==> src/rtl/core/tts_pkg.sv <==
`default_nettype none
// ----------------------------------------------------------------------------
// tts_pkg: shared types and constants of the target track state machine
// Coordinate widths, stream packing, register codes and state encoding.
// ----------------------------------------------------------------------------
package tts_pkg;

    // Width of one signed 3D coordinate in mm.
    localparam int COORD_BITS = 16;
    localparam int PIX_W      = 12;
    localparam int LIM_W      = 16;
    localparam int PLIM_W     = 12;
    localparam int MISS_W     = 8;

    localparam int LIM_SQ_W   = 2 * LIM_W;
    localparam int PLIM_SQ_W  = 2 * PLIM_W;

    // Squared 3D distance: three squares of COORD_BITS-wide magnitudes.
    localparam int SQ_W       = 2 * COORD_BITS;
    localparam int SUM_W      = SQ_W + 2;
    localparam int CMP_W      = (COORD_BITS > LIM_W) ? COORD_BITS : LIM_W;
    localparam int SQ_CMP_W   = (SUM_W > LIM_SQ_W) ? SUM_W : LIM_SQ_W;
    localparam int PSUM_W     = 2 * PIX_W + 1;

    // Stream packing.
    localparam int S_FIELDS_W = 3 * COORD_BITS + 2 * PIX_W;
    localparam int S_TDATA_W  = ((S_FIELDS_W + 7) / 8) * 8;
    localparam int S_TUSER_W  = 2;
    localparam int M_TDATA_W  = 8;

    // Configuration port.
    localparam int CFG_IDX_W  = 2;
    localparam int CFG_DATA_W = 16;

    localparam logic [CFG_IDX_W-1:0] CFG_SPACE_LIMIT = 2'd0;
    localparam logic [CFG_IDX_W-1:0] CFG_PIXEL_LIMIT = 2'd1;
    localparam logic [CFG_IDX_W-1:0] CFG_MISS_LIMIT  = 2'd2;

    localparam logic [LIM_W-1:0]  SPACE_LIMIT_RST = 16'd200;
    localparam logic [PLIM_W-1:0] PIXEL_LIMIT_RST = 12'd50;
    localparam logic [MISS_W-1:0] MISS_LIMIT_RST  = 8'd10;

    localparam logic [MISS_W-1:0] MISS_MAX = '1;

    typedef enum logic [2:0] {
        ST_LOST   = 3'd0,
        ST_FIRST  = 3'd1,
        ST_CONT   = 3'd2,
        ST_BUF    = 3'd3,
        ST_SWITCH = 3'd4
    } state_t;

    typedef struct packed {
        logic signed [COORD_BITS-1:0] pos_x;
        logic signed [COORD_BITS-1:0] pos_y;
        logic signed [COORD_BITS-1:0] pos_z;
        logic [PIX_W-1:0]             pix_x;
        logic [PIX_W-1:0]             pix_y;
    } target_t;

    typedef struct packed {
        logic    has_target;
        logic    spin_mode;
        target_t tgt;
    } item_t;

    typedef struct packed {
        logic [LIM_W-1:0]     space_lim;
        logic [LIM_SQ_W-1:0]  space_lim_sq;
        logic [PLIM_SQ_W-1:0] pix_lim_sq;
        logic [MISS_W-1:0]    miss_limit;
    } cfg_t;

endpackage
`default_nettype wire

==> src/rtl/core/target_track_state_machine.sv <==
`default_nettype none
// ----------------------------------------------------------------------------
// target_track_state_machine: per-frame target track state machine
// One detection in, one track state and re-init flag out, per frame.
// ----------------------------------------------------------------------------
//
//  channel   direction  handshake              payload
//  s_        in         s_tvalid / s_tready    s_tdata: pos_x, pos_y, pos_z, pix_x, pix_y
//                                              s_tuser: has_target, spin_mode
//  m_        out        m_tvalid / m_tready    m_tdata: track_state, reinit_request
//  cfg_      in         cfg_valid / cfg_ready  cfg_index, cfg_data (always ready)
//
//  One transfer per cycle, sustained while m_tready stays high. A detection is
//  held in the input register, then the same-target test and state update run
//  combinationally into the result register, which drives m_tvalid. The loop through
//  the track state register (distance squares, add, compare, next state) sets
//  the clock. Reset (aresetn low, synchronous) empties both registers, returns
//  the track to lost with no previous target and loads the default limits.
//  A stalled m_ side holds the result; the input register still takes one more
//  transfer, then s_tready drops until the result moves on.
//
module target_track_state_machine
    import tts_pkg::*;
(
    input  wire logic                  aclk,
    input  wire logic                  aresetn,

    input  wire logic                  s_tvalid,
    output logic                       s_tready,
    // [15:0] pos_x, [31:16] pos_y, [47:32] pos_z, [59:48] pix_x, [71:60] pix_y
    input  wire logic [S_TDATA_W-1:0]  s_tdata,
    // [0] has_target, [1] spin_mode
    input  wire logic [S_TUSER_W-1:0]  s_tuser,

    output logic                       m_tvalid,
    input  wire logic                  m_tready,
    // [2:0] track_state, [3] reinit_request, [7:4] zero
    output logic [M_TDATA_W-1:0]       m_tdata,

    input  wire logic                  cfg_valid,
    output logic                       cfg_ready,
    input  wire logic [CFG_IDX_W-1:0]  cfg_index,
    input  wire logic [CFG_DATA_W-1:0] cfg_data
);

    // input register
    logic    in_valid_reg, in_valid_next;
    item_t   in_item_reg;
    item_t   s_item;
    logic    s_fire;

    // result register
    logic    out_valid_reg, out_valid_next;
    state_t  out_state_reg;
    logic    out_reinit_reg;

    // core signals
    logic    advance;
    cfg_t    cfg;
    target_t prev;
    logic    same;
    state_t  cur_state;
    state_t  state_next;
    logic    reinit;

    // unpack the slave-side transfer
    assign s_item.has_target = s_tuser[0];
    assign s_item.spin_mode  = s_tuser[1];
    assign s_item.tgt.pos_x  = s_tdata[COORD_BITS-1:0];
    assign s_item.tgt.pos_y  = s_tdata[2*COORD_BITS-1:COORD_BITS];
    assign s_item.tgt.pos_z  = s_tdata[3*COORD_BITS-1:2*COORD_BITS];
    assign s_item.tgt.pix_x  = s_tdata[3*COORD_BITS+PIX_W-1:3*COORD_BITS];
    assign s_item.tgt.pix_y  = s_tdata[3*COORD_BITS+2*PIX_W-1:3*COORD_BITS+PIX_W];

    // the held detection moves into the result register when that slot frees up
    assign advance  = in_valid_reg && (!out_valid_reg || m_tready);
    assign s_tready = !in_valid_reg || advance;
    assign s_fire   = s_tvalid && s_tready;

    assign cfg_ready = 1'b1;

    always_comb begin
        in_valid_next = in_valid_reg;
        if (s_fire) begin
            in_valid_next = 1'b1;
        end else if (advance) begin
            in_valid_next = 1'b0;
        end
        out_valid_next = out_valid_reg;
        if (advance) begin
            out_valid_next = 1'b1;
        end else if (m_tready) begin
            out_valid_next = 1'b0;
        end
    end

    always_ff @(posedge aclk) begin
        if (!aresetn) begin
            in_valid_reg  <= 1'b0;
            out_valid_reg <= 1'b0;
        end else begin
            in_valid_reg  <= in_valid_next;
            out_valid_reg <= out_valid_next;
        end
    end

    always_ff @(posedge aclk) begin
        if (s_fire) begin
            in_item_reg <= s_item;
        end
        if (advance) begin
            out_state_reg  <= state_next;
            out_reinit_reg <= reinit;
        end
    end

    tts_cfg u_cfg (
        .aclk     (aclk),
        .aresetn  (aresetn),
        .wr_en    (cfg_valid && cfg_ready),
        .wr_index (cfg_index),
        .wr_data  (cfg_data),
        .cfg      (cfg)
    );

    tts_match u_match (
        .cur  (in_item_reg.tgt),
        .prev (prev),
        .cfg  (cfg),
        .same (same)
    );

    tts_fsm u_fsm (
        .aclk       (aclk),
        .aresetn    (aresetn),
        .step       (advance),
        .item       (in_item_reg),
        .same       (same),
        .miss_limit (cfg.miss_limit),
        .cur_state  (cur_state),
        .state_out  (state_next),
        .reinit     (reinit),
        .prev       (prev)
    );

    assign m_tvalid = out_valid_reg;
    assign m_tdata  = {4'b0000, out_reinit_reg, out_state_reg};

    // a re-init request only comes with a first find or a switch
    a_reinit_state: assert property (@(posedge aclk) disable iff (!aresetn)
        out_valid_reg && out_reinit_reg |->
            (out_state_reg == ST_FIRST || out_state_reg == ST_SWITCH))
        else $error("reinit flagged outside first find / switch");

    // a detection while lost always starts a new track with a re-init
    a_lost_find: assert property (@(posedge aclk) disable iff (!aresetn)
        advance && in_item_reg.has_target && cur_state == ST_LOST |=>
            out_state_reg == ST_FIRST && out_reinit_reg)
        else $error("lost track did not go to first find");

    // a missed frame after continue goes to buffering
    a_cont_miss: assert property (@(posedge aclk) disable iff (!aresetn)
        advance && !in_item_reg.has_target && cur_state == ST_CONT |=>
            out_state_reg == ST_BUF && !out_reinit_reg)
        else $error("miss in continue did not go to buffering");

endmodule
`default_nettype wire

==> src/rtl/core/tts_cfg.sv <==
`default_nettype none
// ----------------------------------------------------------------------------
// tts_cfg: configuration register file
// Holds the limits and keeps the squared distance limits alongside them.
// ----------------------------------------------------------------------------
module tts_cfg
    import tts_pkg::*;
(
    input  wire logic                  aclk,
    input  wire logic                  aresetn,
    input  wire logic                  wr_en,
    input  wire logic [CFG_IDX_W-1:0]  wr_index,
    input  wire logic [CFG_DATA_W-1:0] wr_data,
    output cfg_t                       cfg
);

    logic [LIM_W-1:0]     space_lim_reg;
    logic [LIM_SQ_W-1:0]  space_sq_reg;
    logic [PLIM_W-1:0]    pix_lim_reg;
    logic [PLIM_SQ_W-1:0] pix_sq_reg;
    logic [MISS_W-1:0]    miss_lim_reg;

    logic [LIM_W-1:0]  space_wr;
    logic [PLIM_W-1:0] pix_wr;

    assign space_wr = wr_data[LIM_W-1:0];
    assign pix_wr   = wr_data[PLIM_W-1:0];

    always_ff @(posedge aclk) begin
        if (!aresetn) begin
            space_lim_reg <= SPACE_LIMIT_RST;
            space_sq_reg  <= LIM_SQ_W'(SPACE_LIMIT_RST) * LIM_SQ_W'(SPACE_LIMIT_RST);
            pix_lim_reg   <= PIXEL_LIMIT_RST;
            pix_sq_reg    <= PLIM_SQ_W'(PIXEL_LIMIT_RST) * PLIM_SQ_W'(PIXEL_LIMIT_RST);
            miss_lim_reg  <= MISS_LIMIT_RST;
        end else if (wr_en) begin
            case (wr_index)
                CFG_SPACE_LIMIT: begin
                    space_lim_reg <= space_wr;
                    space_sq_reg  <= LIM_SQ_W'(space_wr) * LIM_SQ_W'(space_wr);
                end
                CFG_PIXEL_LIMIT: begin
                    pix_lim_reg <= pix_wr;
                    pix_sq_reg  <= PLIM_SQ_W'(pix_wr) * PLIM_SQ_W'(pix_wr);
                end
                CFG_MISS_LIMIT: begin
                    miss_lim_reg <= wr_data[MISS_W-1:0];
                end
                default: begin
                end
            endcase
        end
    end

    // pix_lim_reg itself is not passed on; only its square is used downstream
    assign cfg.space_lim    = space_lim_reg;
    assign cfg.space_lim_sq = space_sq_reg;
    assign cfg.pix_lim_sq   = (pix_lim_reg == '0) ? '0 : pix_sq_reg;
    assign cfg.miss_limit   = miss_lim_reg;

endmodule
`default_nettype wire

==> src/rtl/core/tts_match.sv <==
`default_nettype none
// ----------------------------------------------------------------------------
// tts_match: same-target test
// Per-axis 3D offsets against the space limit, squared 3D and pixel distances against the squared limits.
// ----------------------------------------------------------------------------
module tts_match
    import tts_pkg::*;
(
    input  wire target_t cur,
    input  wire target_t prev,
    input  wire cfg_t    cfg,
    output logic         same
);

    logic [COORD_BITS:0]   diff_x, diff_y, diff_z;
    logic [COORD_BITS-1:0] dx, dy, dz;
    logic [SQ_W-1:0]       dx_sq, dy_sq, dz_sq;
    logic [SUM_W-1:0]      d_sum;
    logic [PIX_W-1:0]      ex, ey;
    logic [PSUM_W-1:0]     e_sum;
    logic                  axis_ok, space_ok, pix_ok;

    // sign-extended differences; magnitude always fits COORD_BITS
    assign diff_x = {cur.pos_x[COORD_BITS-1], cur.pos_x} - {prev.pos_x[COORD_BITS-1], prev.pos_x};
    assign diff_y = {cur.pos_y[COORD_BITS-1], cur.pos_y} - {prev.pos_y[COORD_BITS-1], prev.pos_y};
    assign diff_z = {cur.pos_z[COORD_BITS-1], cur.pos_z} - {prev.pos_z[COORD_BITS-1], prev.pos_z};

    assign dx = diff_x[COORD_BITS] ? COORD_BITS'(-diff_x) : diff_x[COORD_BITS-1:0];
    assign dy = diff_y[COORD_BITS] ? COORD_BITS'(-diff_y) : diff_y[COORD_BITS-1:0];
    assign dz = diff_z[COORD_BITS] ? COORD_BITS'(-diff_z) : diff_z[COORD_BITS-1:0];

    assign dx_sq = SQ_W'(dx) * SQ_W'(dx);
    assign dy_sq = SQ_W'(dy) * SQ_W'(dy);
    assign dz_sq = SQ_W'(dz) * SQ_W'(dz);
    assign d_sum = SUM_W'(dx_sq) + SUM_W'(dy_sq) + SUM_W'(dz_sq);

    assign axis_ok = (CMP_W'(dx) <= CMP_W'(cfg.space_lim)) &&
                     (CMP_W'(dy) <= CMP_W'(cfg.space_lim)) &&
                     (CMP_W'(dz) <= CMP_W'(cfg.space_lim));
    assign space_ok = SQ_CMP_W'(d_sum) <= SQ_CMP_W'(cfg.space_lim_sq);

    assign ex = (cur.pix_x > prev.pix_x) ? cur.pix_x - prev.pix_x : prev.pix_x - cur.pix_x;
    assign ey = (cur.pix_y > prev.pix_y) ? cur.pix_y - prev.pix_y : prev.pix_y - cur.pix_y;
    assign e_sum = PSUM_W'(ex) * PSUM_W'(ex) + PSUM_W'(ey) * PSUM_W'(ey);
    assign pix_ok = e_sum <= PSUM_W'(cfg.pix_lim_sq);

    assign same = axis_ok && space_ok && pix_ok;

endmodule
`default_nettype wire

==> src/rtl/core/tts_fsm.sv <==
`default_nettype none
// ----------------------------------------------------------------------------
// tts_fsm: track state, miss counter and previous target
// Advances once per processed detection.
// ----------------------------------------------------------------------------
module tts_fsm
    import tts_pkg::*;
(
    input  wire logic              aclk,
    input  wire logic              aresetn,
    input  wire logic              step,
    input  wire item_t             item,
    input  wire logic              same,
    input  wire logic [MISS_W-1:0] miss_limit,
    output state_t                 cur_state,
    output state_t                 state_out,
    output logic                   reinit,
    output target_t                prev
);

    state_t            state_reg, state_next;
    logic [MISS_W-1:0] miss_reg, miss_next, miss_inc;
    target_t           prev_reg;

    assign miss_inc = (miss_reg == MISS_MAX) ? miss_reg : miss_reg + MISS_W'(1);

    // next state
    always_comb begin
        state_next = state_reg;
        miss_next  = miss_reg;
        case (state_reg)
            ST_FIRST, ST_CONT, ST_SWITCH: begin
                if (item.has_target) begin
                    state_next = same ? ST_CONT : ST_SWITCH;
                end else if (state_reg != ST_FIRST) begin
                    state_next = ST_BUF;
                end
            end
            ST_BUF: begin
                // while buffering, a detection leaves state and miss count as they are
                if (!item.has_target) begin
                    if (miss_inc > miss_limit) begin
                        state_next = ST_LOST;
                        miss_next  = '0;
                    end else begin
                        miss_next = miss_inc;
                    end
                end
            end
            default: begin
                state_next = item.has_target ? ST_FIRST : ST_LOST;
            end
        endcase
    end

    // outputs
    always_comb begin
        case (state_reg)
            ST_FIRST, ST_CONT, ST_SWITCH: begin
                reinit = item.has_target && !same && !item.spin_mode;
            end
            ST_BUF: begin
                reinit = 1'b0;
            end
            default: begin
                reinit = item.has_target;
            end
        endcase
    end

    always_ff @(posedge aclk) begin
        if (!aresetn) begin
            state_reg <= ST_LOST;
            miss_reg  <= '0;
            prev_reg  <= '0;
        end else if (step) begin
            state_reg <= state_next;
            miss_reg  <= miss_next;
            if (item.has_target) begin
                prev_reg <= item.tgt;
            end
        end
    end

    assign cur_state = state_reg;
    assign state_out = state_next;
    assign prev      = prev_reg;

endmodule
`default_nettype wire
==> config.mk <==
export PLATFORM = sky130hd
export DESIGN_NAME = target_track_state_machine
export DESIGN_NICKNAME = d
export VERILOG_FILES = /design/src/rtl/core/tts_pkg.sv /design/src/rtl/core/target_track_state_machine.sv /design/src/rtl/core/tts_cfg.sv /design/src/rtl/core/tts_match.sv /design/src/rtl/core/tts_fsm.sv
export SDC_FILE = /design/constraint.sdc
export NUM_CORES = 2
export LEC_CHECK = 0
export BUFFER_PORTS_ARGS = -buffer_cell sky130_fd_sc_hd__clkbuf_2
export CORE_ASPECT_RATIO = 0.7
export CORE_MARGIN = 1.5
export CORE_UTILIZATION = 40
export DETAILED_ROUTE_END_ITERATION = 10
export SYNTH_ARGS = -nofsm -noshare
export SYNTH_HDL_FRONTEND = slang
export SYNTH_SLANG_ARGS = --single-unit
==> constraint.sdc <==
create_clock -name aclk -period 17.03 [get_ports aclk]
set_input_delay 2.5545 -clock aclk [delete_from_list [all_inputs] [get_ports aclk]]
set_output_delay 2.5545 -clock aclk [all_outputs]
set_load 0.02 [all_outputs]
==> results.json <==
{
  "outcome": "finished clean",
  "synth_top_cell_by_area": "fa_1",
  "synth-seq-cells": 251,
  "finalHoldViolCount": 0,
  "holdCritStartpoint": "u_fsm.prev[59]",
  "place_hpwl_um": 129000,
  "drt_iter0_drc": 3061,
  "post_drt_wl_per_cell_um": 17.8,
  "drv_slew": 0,
  "fp.dieH_um": 322,
  "grt_pass1_vias": 43600,
  "num_rows": 116,
  "required_ns": 17.37,
  "tightestPinTransition_ns": 1.15,
  "start_util_pct": 40.5,
  "clkSinkCount": 251,
  "fin_skew_ns": 0.0249,
  "grt_usage_pct": 21.1,
  "worstSetupEndpointType": "register",
  "min_path_type": "register to register",
  "cts_tree": "built",
  "crit_arrival_ns": 16.39,
  "drc": 0,
  "largest_reg_flops": 74,
  "syn-cell-area_mm2": 0.0580,
  "rsz0062_at_grt": "no",
  "yosysWarningCount": 0,
  "area_delta_synth_final_pct": 7.45,
  "netlist.area_leader.share_pct": 35.4,
  "die_area_mm2": 0.147,
  "async_flop_share_pct": 0,
  "cts_root_buf": "clkbuf_16",
  "vias_per_cell": 5.03,
  "setup_violations": 0,
  "max_stage_delay_ns": 0.56,
  "startpoint_type": "register",
  "relSlewSlack_pct": 22.6,
  "path_clk_slew_ns": 0.06,
  "cap_violations": 0,
  "hold_depth": 2,
  "wl_met1_um": 77800,
  "vias": 42900,
  "min_period_ns": 16.05,
  "timing.rr.end": "out_reinit_reg",
  "core_mm2": 0.143,
  "clockBufferDepth": 3,
  "ys_seq_area_share_pct": 10.0,
  "grt_max_degree": 65,
  "crit_path_frequent_cell": "fa_1",
  "drive_gt1_share_pct": 5.82,
  "crit_fanout": 6,
  "die-width_um": 458,
  "synth_edf_count": 78,
  "cts-buffers-inserted": 34,
  "port_buffers": 102,
  "critPathKind": "register to register",
  "insertion_delay_ns": 0.60,
  "pin_count": 108,
  "r2r-start": "in_item_reg[56]",
  "crit_slowest_cell": "fa_1",
  "final_util_pct": 43.5,
  "final_common_cell": "inv_1",
  "grt.overflow.total": 0,
  "mostFrequentLayoutCells": "inv_1 (1608), fa_1 (1025), ha_1 (760), nand2_1 (567), nor2_1 (522)",
  "cts_hold_buf": 0,
  "yosysUniqueCellTypes": 98,
  "finalCritPeriodShare_pct": 94.2,
  "fmax_mhz": 62.3,
  "final_antenna_net_count": 0,
  "tns_ns": 0,
  "final_nets": 8484,
  "finalWirelength_um": 151000,
  "hold_slack_ns": 0.462,
  "layout.cells.non_filler": 8517,
  "reg2regPathDepth": 62,
  "grt_pass1_wl_um": 245000,
  "r2r_setup_slack_ns": 0.98,
  "htreeDepth": 2,
  "gp_congestion": 0.944,
  "highest_layer": "met4",
  "wl_met3_um": 12700,
  "syn_area_per_cell_um2": 8.87,
  "wl_met2_um": 59200,
  "yosys-top-cells-area": "fa_1 (35%), ha_1 (16%), inv_1 (10%)",
  "dr.pass1.iters": 5,
  "ys.flop_type": "dfxtp_1",
  "syn_inst": 6543,
  "dp.cells": 8446,
  "holdPathEnd": "u_fsm.prev[59]",
  "antenna_found_initial": 3
}
-- through the flow --
stage               setup slack, ns  area, um^2
CTS                           0.395       62200
global route               0.000766       62300
detailed placement            0.466       61000
global placement              0.611       61000
finish                        0.979       62300
floorplan                      1.54       58000
-- cells by family after synthesis --
logic type / synth area share, %
other cells: 0.0129
simple gates: 12.4
compound gates: 9.86
fa+ha+maj: 51.8
flops: 10.0
mux: 0.619
xor+xnor: 3.50
buf+inv: 11.8
-- metal layers --
layer	vias to the layer above	global-route usage (%)
met5	-	0
met4	0	2.97
met3	90	4.82
met2	1188	29.3
met1	21200	33.5
li1	20400	-
-- Yosys cell counts, drive strengths merged, types with 40 or more instances --
cell / n
fa: 1025
ha: 760
edfxtp: 78
xnor2: 132
nor2: 522
a21o: 120
clkbuf: 161
nand2b: 40
nor3: 64
inv: 1615
dfxtp: 173
nand2: 568
and2: 89
a21boi: 113
o21ai: 135
nor2b: 57
or2: 49
a21oi: 168
o21a: 51
xor2: 94
nand3: 71
-- worst max-delay path: cells and delay by family, from the launching register on --
family | cells | cell delay [ns]
adder cells (fa/ha/maj) | 17 | 7.31
XOR/XNOR | 4 | 1.01
flip-flops | 1 | 0.39
buffers and inverters | 10 | 0.87
AND/OR/NAND/NOR | 11 | 1.91
AO/OA/AOI/OAI | 20 | 4.24
-- worst max-delay path by stage --
stage,startpoint,end,cells past startpoint
after floorplan,in_item_reg[56],out_reinit_reg,66
after global placement,in_item_reg[56],out_reinit_reg,64
after detailed placement,in_item_reg[56],out_reinit_reg,65
after CTS,in_item_reg[56],out_reinit_reg,65
after global routing,in_item_reg[56],out_reinit_reg,65
final,in_item_reg[56],out_reinit_reg,62
-- timing repair --
action                                  4_1_cts  5_1_grt
endpoints found under the setup margin        0        5
buffers inserted                              0        8
resized for setup                             0       22
-- layout make-up --
| type | instances | area, um^2 |
|---|---|---|
| Antenna cell | 1 | 2.50 |
| Inverter | 1624 | 6100 |
| Fill cell | 14200 | 81100 |
| Multi-Input combinational cell | 4483 | 45500 |
| Timing Repair Buffer | 208 | 1310 |
| Tap cell | 1888 | 2360 |
| Sequential cell | 251 | 5810 |
| Clock buffer | 43 | 936 |
| Clock inverter | 19 | 289 |
Power is left out: the tool's default activity adds up to more than one toggle a clock period on the data nets, which glitch-free logic cannot reach.
